## config.mk

```make
export PLATFORM = sky130hd
export DESIGN_NAME = fisr_fmul
export DESIGN_NICKNAME = d
export VERILOG_FILES = /design/src/rtl/fisr_pkg.sv /design/src/rtl/fisr_fmul.sv
export SDC_FILE = /design/constraint.sdc
export NUM_CORES = 2
export LEC_CHECK = 0
export ABC_AREA = 1
export CAP_MARGIN = 20
export CELL_PAD_IN_SITES_DETAIL_PLACEMENT = 1
export CELL_PAD_IN_SITES_GLOBAL_PLACEMENT = 2
export CORE_ASPECT_RATIO = 1.1
export CORE_MARGIN = 10
export CORE_UTILIZATION = 44
export CTS_CLUSTER_SIZE = 40
export DETAILED_ROUTE_END_ITERATION = 16
export DONT_BUFFER_PORTS = 1
export PLACE_DENSITY_LB_ADDON = 0.1
export SLEW_MARGIN = 20
export SYNTH_ARGS = -nofsm -noshare
export SYNTH_HDL_FRONTEND = slang
export SYNTH_SLANG_ARGS = --single-unit
```

## constraint.sdc

```tcl
create_clock -name clk -period 5.6 [get_ports clk]
set_input_delay 0.28 -clock clk [delete_from_list [all_inputs] [get_ports clk]]
set_output_delay 0.28 -clock clk [all_outputs]
set_load 0.01 [all_outputs]
```

## src/rtl/fisr_pkg.sv

```systemverilog
`default_nettype none
package fisr_pkg;

    localparam logic [31:0] MAGIC_BITS = 32'h5f3759df;
    localparam logic [31:0] CANON_NAN  = 32'h7FC00000;
    localparam logic [31:0] ONE_HALF   = 32'h3F000000;
    localparam logic [31:0] THREE_HALF = 32'h3FC00000;

    // Unpacked single: class flags, sign, biased exponent, significand with hidden bit.
    typedef struct packed {
        logic        is_nan;
        logic        is_inf;
        logic        is_zero;
        logic        sign;
        logic [7:0]  expo;
        logic [23:0] sig;
    } fp_unp_t;

    // Flush a subnormal pattern to a zero of the same sign.
    function automatic logic [31:0] flush_sub(input logic [31:0] b);
        logic [31:0] r;
        r = b;
        if (b[30:23] == 8'd0 && b[22:0] != 23'd0)
        begin
            r = {b[31], 31'd0};
        end
        return r;
    endfunction

    function automatic fp_unp_t unpack(input logic [31:0] b);
        fp_unp_t u;
        u.sign    = b[31];
        u.expo    = b[30:23];
        u.is_nan  = (b[30:23] == 8'hFF) && (b[22:0] != 23'd0);
        u.is_inf  = (b[30:23] == 8'hFF) && (b[22:0] == 23'd0);
        u.is_zero = (b[30:23] == 8'd0);
        u.sig     = {1'b1, b[22:0]};
        return u;
    endfunction

    // Round a normalised significand product and pack with flush to zero.
    // p is the 48-bit product, e the sum of biased exponents minus bias (signed).
    function automatic logic [31:0] mul_round(input logic s, input logic [47:0] p,
                                              input logic signed [10:0] e_in);
        logic [23:0]        m;
        logic               g;
        logic               st;
        logic [24:0]        mr;
        logic signed [10:0] e;
        logic signed [10:0] e_norm;
        logic [31:0]        r;
        e = e_in;
        if (p[47])
        begin
            m  = p[47:24];
            g  = p[23];
            st = |p[22:0];
            e  = e + 11'sd1;
        end
        else
        begin
            m  = p[46:23];
            g  = p[22];
            st = |p[21:0];
        end
        e_norm = e;
        mr = {1'b0, m} + {24'd0, g & (st | m[0])};
        if (mr[24])
        begin
            e  = e + 11'sd1;
            mr = {1'b0, mr[24:1]};
        end
        if (e >= 11'sd255)
        begin
            r = {s, 8'hFF, 23'd0};
        end
        else if (e <= 11'sd0)
        begin
            // Just below the smallest normal, the subnormal grid rounds up onto it.
            r = (e_norm == 11'sd0 && (&m)) ? {s, 8'd1, 23'd0} : {s, 31'd0};
        end
        else
        begin
            r = {s, e[7:0], mr[22:0]};
        end
        return r;
    endfunction

endpackage
`default_nettype wire

```

## src/rtl/fisr_fmul.sv

```systemverilog
`default_nettype none
// Two-stage single-precision multiplier, round to nearest even, flush to zero.
module fisr_fmul (
    input  wire logic        clk,
    input  wire logic        rst_n,
    input  wire logic        en,
    input  wire logic        in_valid,
    input  wire logic [31:0] a,
    input  wire logic [31:0] b,
    input  wire logic [31:0] side_in,
    output logic             out_valid,
    output logic [31:0]      prod,
    output logic [31:0]      side_out
);

    fisr_pkg::fp_unp_t ua;
    fisr_pkg::fp_unp_t ub;
    logic              sp_nan;
    logic              sp_inf;
    logic              sp_zero;

    logic                v1_reg;
    logic [47:0]         p_reg;
    logic signed [10:0]  e_reg;
    logic                s_reg;
    logic [1:0]          cls_reg;
    logic [31:0]         side1_reg;

    localparam logic [1:0] CLS_NUM  = 2'd0;
    localparam logic [1:0] CLS_NAN  = 2'd1;
    localparam logic [1:0] CLS_INF  = 2'd2;
    localparam logic [1:0] CLS_ZERO = 2'd3;

    // Classify the operands before the multiply.
    always_comb
    begin
        ua      = fisr_pkg::unpack(a);
        ub      = fisr_pkg::unpack(b);
        sp_nan  = ua.is_nan || ub.is_nan || (ua.is_inf && ub.is_zero)
                  || (ub.is_inf && ua.is_zero);
        sp_inf  = ua.is_inf || ub.is_inf;
        sp_zero = ua.is_zero || ub.is_zero;
    end

    // First stage: significand product and exponent sum.
    always_ff @(posedge clk or negedge rst_n)
    begin
        if (!rst_n)
        begin
            v1_reg    <= 1'b0;
            out_valid <= 1'b0;
        end
        else if (en)
        begin
            v1_reg    <= in_valid;
            out_valid <= v1_reg;
        end
    end

    always_ff @(posedge clk)
    begin
        if (en)
        begin
            p_reg     <= ua.sig * ub.sig;
            e_reg     <= $signed({3'd0, ua.expo}) + $signed({3'd0, ub.expo}) - 11'sd127;
            s_reg     <= ua.sign ^ ub.sign;
            side1_reg <= side_in;
            if (sp_nan)
            begin
                cls_reg <= CLS_NAN;
            end
            else if (sp_inf)
            begin
                cls_reg <= CLS_INF;
            end
            else if (sp_zero)
            begin
                cls_reg <= CLS_ZERO;
            end
            else
            begin
                cls_reg <= CLS_NUM;
            end
        end
    end

    // Second stage: normalise, round and pack.
    always_ff @(posedge clk)
    begin
        if (en)
        begin
            side_out <= side1_reg;
            unique case (cls_reg)
                CLS_NAN:  prod <= fisr_pkg::CANON_NAN;
                CLS_INF:  prod <= {s_reg, 8'hFF, 23'd0};
                CLS_ZERO: prod <= {s_reg, 31'd0};
                default:  prod <= fisr_pkg::mul_round(s_reg, p_reg, e_reg);
            endcase
        end
    end

endmodule
`default_nettype wire

```

==> impl_metrics.tcl <==
set metrics [dict create \
    use_met3 0.0190 \
    worst_slew_pin_slew_ns 1.04 \
    syn-cell-area_sq_mm 0.0274 \
    slowest_delay_ns 0.55 \
    hold_end "s_reg" \
    ys.flop_type "edfxtp_1" \
    ys_seq_area_frac 0.174 \
    ys_types 48 \
    slowest_stage "fa_1" \
    fp.dieArea_sq_mm 0.0727 \
    setup-tns-final_ns 0 \
    die_w_microns 258 \
    min-delay-start "a[31]" \
    rsz0062_at_grt "yes" \
    cp_max_fo 25 \
    crit_path_end_kind "flip-flop" \
    synthArstFlopShare 0.0126 \
    min_delay_path_depth 1 \
    clk_latency_ns 0.45 \
    wirelength_microns 83900 \
    r2r_slack_ns 1.63 \
    fmax_mhz 182 \
    final_cell_mix "inv_1 (961), nand2_1 (781), fa_1 (470)" \
    cts_buffer_depth 2 \
    vias 20600 \
    final_common_cell "inv_1" \
    synth.top_cell.area_share 0.353 \
    die_h_microns 282 \
    status "completed" \
    io_pins 165 \
    row_count 95 \
    ys_seq_elements 159 \
    cts.clk_slew.worst_paths_ns 0.07 \
    clock_skew_ns 0.0193 \
    wire_per_inst_microns 20.1 \
    dp_hpwl_microns 65800 \
    slew_headroom 0.290 \
    first_iter_violations 743 \
    start_util 0.446 \
    grt_start_max_net_pins 142 \
    clock-sinks 159 \
    required_ns 5.80 \
    area_delta_synth_final_pct 11.5 \
    fin_crit_sh 0.984 \
    cts-htree-levels 4 \
    finalMaxSlewViolations 0 \
    crit_family "adder cells" \
    largest_reg_flops 48 \
    rr_endpoint "prod[0]" \
    ant_nets 0 \
    gr-usage-met2 0.448 \
    synth-edff-count 157 \
    first_pass_iters 4 \
    syn-mean-instance-area_sq_um 8.38 \
    crit_buf_inv 9 \
    startpoint_type "input port" \
    root_buffer "clkbuf_16" \
    grt_pass1_wl_microns 134000 \
    critPathMostFrequentCell "fa_1" \
    reg2reg_depth 18 \
    vias_per_cell 4.94 \
    ys_top_cells_by_area "fa_1 (35%), edfxtp_1 (17%), inv_1 (13%), nand2_1 (11%), ha_1 (8.9%)" \
    setup-violations-final 0 \
    critPathKind "input port to flip-flop" \
    grt_overflow 0 \
    syn-num-nets 4050 \
    worst_ep_arrival_time_ns 5.70 \
    nets 4118 \
    io_buffers 0 \
    r2r_start "p_reg[47]" \
    gp_congestion 0.874 \
    drc_errors 0 \
    antenna_found_initial 0 \
    post-route-min-period_ns 5.51 \
    met1_usage 0.289 \
    cts_buffers 17 \
    coreArea_sq_mm 0.0615 \
    cts_tree "yes" \
    grt_pass1_vias 23700 \
    busiest_layer "met2" \
    min_path_type "input port to flip-flop" \
    maxCapViolations 0 \
    grt.total_usage 0.237 \
    n_antenna_cell 0 \
    drive_gt1_frac 0.121 \
    timing_hold_violations_final 0 \
    yosysTopAreaCell "fa_1" \
    yosys_warnings 0 \
    netlist_instances 3271 \
]
==> worst max path at each step <==
stage / from / endpoint / slack [ns] / cells past startpoint
2_1_floorplan: b[8] / p_reg[35] / -0.27 / 29
3_3_place_gp: a[19] / p_reg[45] / -0.73 / 22
3_5_place_dp: a[19] / p_reg[45] / -0.81 / 22
4_1_cts: a[19] / p_reg[45] / -0.05 / 22
5_1_grt: a[12] / p_reg[45] / -0.13 / 24
6_report: a[11] / p_reg[37] / 0.09 / 26
==> cell usage after synthesis (2+ instances only) <==
cell,n
a21o_1,2
a21oi_1,67
a31o_2,2
a31oi_1,11
buf_12,3
buf_6,7
clkbuf_1,107
dfrtp_1,2
edfxtp_1,157
fa_1,483
ha_1,196
inv_1,985
inv_2,9
nand2_1,807
nand2_2,24
nand2_4,9
nand3_1,42
nand3_2,2
nand3b_1,4
nand4_1,24
nor2_1,97
nor2_2,10
nor2_4,26
nor2_8,4
nor3_1,10
nor3b_1,2
nor4_1,25
o21a_1,3
o21ai_0,63
o21ai_1,5
o21ai_2,3
o21bai_1,5
xnor2_1,20
xor2_1,41
==> stage by stage <==
stage	hold slack, ns	area (sq um)	std cells	util	setup slack [ns]
final	0.0472	30500	4176	0.497	0.0922
after global routing	0.0393	30500	4176	0.497	-0.128
after CTS	0.0414	30200	4167	0.491	-0.0513
after detailed placement	-0.0155	29100	4097	0.474	-0.812
after global placement	-0.0155	29100	4097	0.474	-0.728
after floorplan	-0.0156	28100	3271	-	-0.269
==> what timing repair did <==
item                                   in CTS  in global routing
endpoints found under the hold margin     174                  0
setup buffers                               1                  9
pin swaps                                   1                 69
gates resized for setup                     9                105
setup endpoints to repair                   9                 24
hold buffers                               37                  0
==> area by class of cell <==
type	instances	area [sq um]
clock inverter	14	148
sequential	159	4760
timing repair buffer	166	1370
clock buffer	18	429
tap	824	1030
multi-input combinational	1999	19100
inverter	996	3750
fill	7342	30900
==> layer usage <==
metal / part of all wire / routed length (microns)
met5: 0 / 0
met4: 0.017 / 1440
met3: 0.032 / 2680
met2: 0.53 / 44500
met1: 0.42 / 35200
==> logic make-up (layout without fill, tap and decap cells) <==
group / after synthesis / count (layout) / share of synthesized area
AO/OA/AOI/OAI: 170 / 170 / 0.0343
XOR/XNOR: 61 / 61 / 0.0195
adder cells (fa/ha/maj): 679 / 679 / 0.442
buffers and inverters: 1113 / 1194 / 0.156
flip-flops: 159 / 159 / 0.174
AND/OR/NAND/NOR: 1089 / 1089 / 0.174
==> worst reg2reg max path, stage by stage, from the launching register on <==
cell,delay [ns]
edfxtp_1,0.71
inv_4,0.25
o21ai_0,0.38
ha_1,0.31
nand2_1,0.08
nor2_1,0.21
nand2_2,0.15
nor2_4,0.24
nand2_2,0.25
nand2_1,0.13
nand2_1,0.10
inv_2,0.05
nand2_1,0.05
nor2_2,0.12
nand3_2,0.12
nand2_4,0.12
nor2_8,0.06
nand2_8,0.28
nor2_1,0.09
Power is left out: the tool's default activity adds up to more than one toggle a clock period on the data nets, which glitch-free logic cannot reach.
