[config.mk]
export PLATFORM = sky130hd
export DESIGN_NAME = fisr_fsub
export DESIGN_NICKNAME = d
export VERILOG_FILES = /design/src/rtl/fisr_pkg.sv /design/src/rtl/fisr_fsub.sv
export SDC_FILE = /design/constraint.sdc
export NUM_CORES = 1
export LEC_CHECK = 0
export ABC_AREA = 1
export BUFFER_PORTS_ARGS = -buffer_cell sky130_fd_sc_hd__buf_2
export CAP_MARGIN = 25
export CORE_MARGIN = 4
export CORE_UTILIZATION = 50
export CTS_BUF_LIST = sky130_fd_sc_hd__clkbuf_8 sky130_fd_sc_hd__clkbuf_16
export CTS_CLUSTER_DIAMETER = 30
export DETAILED_ROUTE_END_ITERATION = 7
export GPL_TIMING_DRIVEN = 0
export PLACE_DENSITY = 0.72
export SYNTH_ARGS = -nofsm -noshare
export SYNTH_HDL_FRONTEND = slang
export SYNTH_SLANG_ARGS = --single-unit
[constraint.sdc]
create_clock -name clk -period 5.34 [get_ports clk]
set_input_delay 0.267 -clock clk [delete_from_list [all_inputs] [get_ports clk]]
set_output_delay 0.267 -clock clk [all_outputs]
set_load 0.01 [all_outputs]
[src/rtl/fisr_pkg.sv]
`default_nettype none
package fisr_pkg;

    localparam logic [31:0] MAGIC_BITS = 32'h5f3759df;
    localparam logic [31:0] CANON_NAN  = 32'h7FC00000;
    localparam logic [31:0] ONE_HALF   = 32'h3F000000;
    localparam logic [31:0] THREE_HALF = 32'h3FC00000;

    // Unpacked single: class flags, sign, biased exponent, significand with hidden bit.
    typedef struct packed {
        logic        is_nan;
        logic        is_inf;
        logic        is_zero;
        logic        sign;
        logic [7:0]  expo;
        logic [23:0] sig;
    } fp_unp_t;

    // Flush a subnormal pattern to a zero of the same sign.
    function automatic logic [31:0] flush_sub(input logic [31:0] b);
        logic [31:0] r;
        r = b;
        if (b[30:23] == 8'd0 && b[22:0] != 23'd0)
        begin
            r = {b[31], 31'd0};
        end
        return r;
    endfunction

    function automatic fp_unp_t unpack(input logic [31:0] b);
        fp_unp_t u;
        u.sign    = b[31];
        u.expo    = b[30:23];
        u.is_nan  = (b[30:23] == 8'hFF) && (b[22:0] != 23'd0);
        u.is_inf  = (b[30:23] == 8'hFF) && (b[22:0] == 23'd0);
        u.is_zero = (b[30:23] == 8'd0);
        u.sig     = {1'b1, b[22:0]};
        return u;
    endfunction

    // Round a normalised significand product and pack with flush to zero.
    // p is the 48-bit product, e the sum of biased exponents minus bias (signed).
    function automatic logic [31:0] mul_round(input logic s, input logic [47:0] p,
                                              input logic signed [10:0] e_in);
        logic [23:0]        m;
        logic               g;
        logic               st;
        logic [24:0]        mr;
        logic signed [10:0] e;
        logic signed [10:0] e_norm;
        logic [31:0]        r;
        e = e_in;
        if (p[47])
        begin
            m  = p[47:24];
            g  = p[23];
            st = |p[22:0];
            e  = e + 11'sd1;
        end
        else
        begin
            m  = p[46:23];
            g  = p[22];
            st = |p[21:0];
        end
        e_norm = e;
        mr = {1'b0, m} + {24'd0, g & (st | m[0])};
        if (mr[24])
        begin
            e  = e + 11'sd1;
            mr = {1'b0, mr[24:1]};
        end
        if (e >= 11'sd255)
        begin
            r = {s, 8'hFF, 23'd0};
        end
        else if (e <= 11'sd0)
        begin
            // Just below the smallest normal, the subnormal grid rounds up onto it.
            r = (e_norm == 11'sd0 && (&m)) ? {s, 8'd1, 23'd0} : {s, 31'd0};
        end
        else
        begin
            r = {s, e[7:0], mr[22:0]};
        end
        return r;
    endfunction

endpackage
`default_nettype wire

[src/rtl/fisr_fsub.sv]
`default_nettype none
// Two-stage 1.5 - t, round to nearest even, flush to zero.
module fisr_fsub (
    input  wire logic        clk,
    input  wire logic        rst_n,
    input  wire logic        en,
    input  wire logic        in_valid,
    input  wire logic [31:0] t,
    input  wire logic [31:0] side_in,
    output logic             out_valid,
    output logic [31:0]      diff,
    output logic [31:0]      side_out
);

    // Operands as a = 1.5 and b = -t, added with sticky alignment.
    fisr_pkg::fp_unp_t ua;
    fisr_pkg::fp_unp_t ub;
    fisr_pkg::fp_unp_t big;
    fisr_pkg::fp_unp_t lit;
    logic [7:0]        dexp;
    logic [26:0]       sl;
    logic [26:0]       bl;
    logic              stk;
    logic              swap;

    logic         v1_reg;
    logic         sub_reg;
    logic         sgn_reg;
    logic [7:0]   ex_reg;
    logic [26:0]  bm_reg;
    logic [26:0]  lm_reg;
    logic         spec_reg;
    logic [31:0]  spec_val_reg;
    logic [31:0]  side1_reg;

    logic [27:0]  sum;
    logic [4:0]   lz;
    logic [27:0]  nm;
    logic signed [9:0] e2;
    logic [24:0]  mr;
    logic [31:0]  res;

    always_comb
    begin
        ua = fisr_pkg::unpack(fisr_pkg::THREE_HALF);
        ub = fisr_pkg::unpack({~t[31], t[30:0]});
        swap = (ub.expo > ua.expo) || ((ub.expo == ua.expo) && (ub.sig > ua.sig));
        big = swap ? ub : ua;
        lit = swap ? ua : ub;
        if (lit.is_zero)
        begin
            lit.sig = 24'd0;
        end
        dexp = big.expo - lit.expo;
        bl   = {big.sig, 3'd0};
        sl   = {lit.sig, 3'd0};
        stk  = 1'b0;
        if (dexp >= 8'd27)
        begin
            stk = |sl;
            sl  = 27'd0;
        end
        else
        begin
            stk = |(sl & ((27'd1 << dexp) - 27'd1));
            sl  = sl >> dexp;
        end
        sl[0] = sl[0] | stk;
    end

    // First stage: align the smaller operand; handle NaN and infinity.
    always_ff @(posedge clk or negedge rst_n)
    begin
        if (!rst_n)
        begin
            v1_reg    <= 1'b0;
            out_valid <= 1'b0;
        end
        else if (en)
        begin
            v1_reg    <= in_valid;
            out_valid <= v1_reg;
        end
    end

    always_ff @(posedge clk)
    begin
        if (en)
        begin
            sub_reg      <= big.sign ^ lit.sign;
            sgn_reg      <= big.sign;
            ex_reg       <= big.expo;
            bm_reg       <= bl;
            lm_reg       <= sl;
            spec_reg     <= ub.is_nan || ub.is_inf;
            spec_val_reg <= ub.is_nan ? fisr_pkg::CANON_NAN : {ub.sign, 8'hFF, 23'd0};
            side1_reg    <= side_in;
        end
    end

    // Second stage: add, normalise, round and pack.
    always_comb
    begin
        sum = sub_reg ? ({1'b0, bm_reg} - {1'b0, lm_reg}) : ({1'b0, bm_reg} + {1'b0, lm_reg});
        // The highest set bit below the carry position sets the left shift.
        lz  = 5'd0;
        for (int i = 0; i <= 26; i++)
        begin
            if (sum[i])
            begin
                lz = 5'(26 - i);
            end
        end
        if (sum[27])
        begin
            nm = {1'b0, sum[27:2], sum[1] | sum[0]};
            e2 = $signed({2'd0, ex_reg}) + 10'sd1;
        end
        else
        begin
            nm = sum << lz;
            e2 = $signed({2'd0, ex_reg}) - $signed({5'd0, lz});
        end
        mr = {1'b0, nm[26:3]} + {24'd0, nm[2] & (nm[1] | nm[0] | nm[3])};
        if (mr[24])
        begin
            mr = {1'b0, mr[24:1]};
            e2 = e2 + 10'sd1;
        end
        if (sum == 28'd0)
        begin
            res = 32'd0;
        end
        else if (e2 >= 10'sd255)
        begin
            res = {sgn_reg, 8'hFF, 23'd0};
        end
        else if (e2 <= 10'sd0)
        begin
            res = {sgn_reg, 31'd0};
        end
        else
        begin
            res = {sgn_reg, e2[7:0], mr[22:0]};
        end
    end

    always_ff @(posedge clk)
    begin
        if (en)
        begin
            side_out <= side1_reg;
            diff     <= spec_reg ? spec_val_reg : res;
        end
    end

endmodule
`default_nettype wire

==> results_dict.tcl <==
set metrics [dict create \
    power.leakage_nw 8.18 \
    critical_path_class "reg -> reg" \
    syn_inst 1968 \
    start_util_pct 50.7 \
    critPathTopFamily "simple AND/OR/NAND/NOR gates" \
    synth.distinct_cells 65 \
    antenna_found_initial 0 \
    cp-start-kind "flop" \
    first_global_vias 14612 \
    total_power_mw 5.86 \
    crit_arrival_ps 6450 \
    globalplace.congestion 0.983 \
    post-route-period-util_pct 115 \
    vias_per_cell 5.72 \
    drc 0 \
    slew_headroom_pct 45.3 \
    crit_buf_inv 7 \
    status "finished with violations" \
    layout_commonest_cell "nand2_1" \
    design.core.area_mm2 0.0278 \
    cts_tree "built" \
    cp-end-kind "flop" \
    ios 133 \
    post_drt_wl_per_cell_um 18.9 \
    finalHoldViolCount 0 \
    min_path_type "in -> reg" \
    die_area_mm2 0.0309 \
    dieHeight_um 176 \
    ir_worst_vdd_mv 0.191 \
    ctsRootBufferMaster "clkbuf_16" \
    num_rows 61 \
    cap_violations 0 \
    clockBufferDepth 2 \
    setup_ws_ps -825 \
    firstDrtPassIters 8 \
    violations "setup timing" \
    area_delta_synth_final_pct 27.1 \
    cpMostUsedCell "nand2_2" \
    worstPathMaxFanout 10 \
    ys_warn_count 0 \
    grt_pass1_wl_um 76500 \
    numPortBuffers 132 \
    worst_pin_slew_ps 814 \
    synthFlopType "edfxtp_1" \
    power.density_mw_per_mm2 328 \
    synth_enable_flop_cells 159 \
    setup_violations 31 \
    drive_gt1_share_pct 25.9 \
    dieWidth_um 176 \
    finalCriticalPeriod_ps 6160 \
    h-tree-depth 4 \
    crit_slowest_cell "edfxtp_1" \
    syn_area_per_cell_um2 7.15 \
    grt_use_total_pct 31.1 \
    synth-seq-cells 161 \
    grt_max_degree 95 \
    max_stage_delay_ps 460 \
    async_reset_ff_share_pct 1.24 \
    ys_seq_area_share_pct 34.3 \
    vias 15048 \
    clock_latency_ps 440 \
    grt-ovfl-total 0 \
    fmaxAchievable_ghz 0.162 \
    antennaDiodeCount 0 \
    layout.nets 2368 \
    drt_wl_total_um 49900 \
    critical_path_required_ps 5630 \
    ant_nets 0 \
    final_cell_mix "451 x nand2_1, 225 x inv_1, 220 x nand3_1" \
    drtIter0Drc 1536 \
    finalMaxSlewViolations 0 \
    clock-sinks 161 \
    synth_nets 2095 \
    clk_pin_slew_worst_paths_ps 90 \
    grt_setup_unrepaired "yes" \
    finClkSkew_ps 24.1 \
    synth_area_mm2 0.0141 \
    hold_ws_ps 14.5 \
    cts_buffers 17 \
    dp_hpwl_um 36900 \
]
-- layer usage --
layer	global-route usage, %	up-vias	wire, um
met1	36.9	6954	19000
met3	3.68	202	2990
met2	54.5	738	24500
li1	-	7154	-
met5	0	-	0
met4	18.0	0	3380
-- cells in the mapped netlist, types with 6 or more instances --
cell type | number | area [um^2]
ha_1 | 57 | 713
buf_4 | 11 | 82.6
o211ai_1 | 9 | 67.6
nand2_1 | 512 | 1920
a211oi_1 | 6 | 45.0
nand3_1 | 230 | 1150
buf_1 | 8 | 30.0
o21ai_0 | 79 | 395
xor2_1 | 34 | 298
a31oi_1 | 7 | 43.8
a21oi_1 | 76 | 380
inv_2 | 22 | 82.6
mux2i_1 | 9 | 90.1
nand2_2 | 27 | 169
buf_2 | 13 | 65.1
nor3_2 | 21 | 210
nor2_1 | 167 | 627
buf_6 | 8 | 90.1
edfxtp_1 | 159 | 4770
a22oi_1 | 7 | 52.6
nor4_1 | 23 | 144
o22ai_1 | 19 | 119
clkbuf_1 | 34 | 128
xnor2_1 | 8 | 70.1
o31ai_1 | 6 | 45.0
nor3_1 | 41 | 205
nor2_2 | 8 | 50.1
inv_1 | 236 | 886
nand4_1 | 35 | 219
o21ai_1 | 9 | 45.0
nand3_2 | 12 | 120
-- area by class of cell --
class / count / area [um^2]
Clock buffer: 17 / 425
Clock inverter: 15 / 204
Multi-Input combinational cell: 1469 / 8770
Sequential cell: 161 / 4820
Fill cell: 2456 / 9880
Inverter: 262 / 1000
Tap cell: 378 / 473
Buffer: 76 / 494
Timing Repair Buffer: 254 / 1700
-- stage by stage --
step / instances / utilization (%) / cell area, um^2 / worst slack, ps / TNS (ps)
CTS: 2581 / 60.9 / 16900 / -618 / -18060
global route: 2632 / 64.4 / 17900 / -1130 / -34250
global placement: 2478 / 55.2 / 15300 / -1210 / -37990
finish: 2632 / 64.4 / 17900 / -825 / -24260
detailed placement: 2479 / 55.3 / 15400 / -1280 / -39920
floorplan: 1968 / - / 14200 / -31.1 / -697
-- cells by family (layout without fill, tap and decap cells) --
logic type                 count (synthesis)  count (layout)  share of synthesized area (%)
and+or+nand+nor                         1105            1105                           36.3
buffers and inverters                    338             624                           10.0
AOI/OAI and AO/OA                        254             254                           10.7
DFF                                      161             161                           34.3
adders and majority gates                 59              59                           5.35
xor gates and xnor gates                  42              42                           2.61
muxes                                      9               9                          0.640
-- report_power, final --
| group | switching (mW) | internal [mW] |
|---|---|---|
| clock | 0.645 | 0.648 |
| sequential | 0.0588 | 1.53 |
| combinational | 1.94 | 1.04 |
| total | 2.64 | 3.22 |
-- path summary, 6_finish.rpt --
kind | from | to | slack (ps) | cells after the start
max in group asynchronous | rst_n | v1_reg | 5080 | 2
min in group asynchronous | rst_n | out_valid | 150 | 2
max reg2reg | bm_reg[10] | diff[14] | -820 | 39
max | bm_reg[10] | diff[14] | -820 | 39
min reg2reg | side1_reg[14] | side_out[14] | 420 | 0
min | side_in[8] | side1_reg[8] | 10 | 1
-- timing repair --
| item | in CTS | in global routing |
|---|---|---|
| gates resized for setup | 79 | 145 |
| buffers inserted | 47 | 47 |
| pin swaps | 38 | 96 |
| endpoints found under the setup margin | 32 | 32 |
| hold buffers | 23 | 4 |
| endpoints found under the hold margin | 24 | 4 |
| gates cloned | 0 | 0 |
Power figures use the tool's default switching activity.
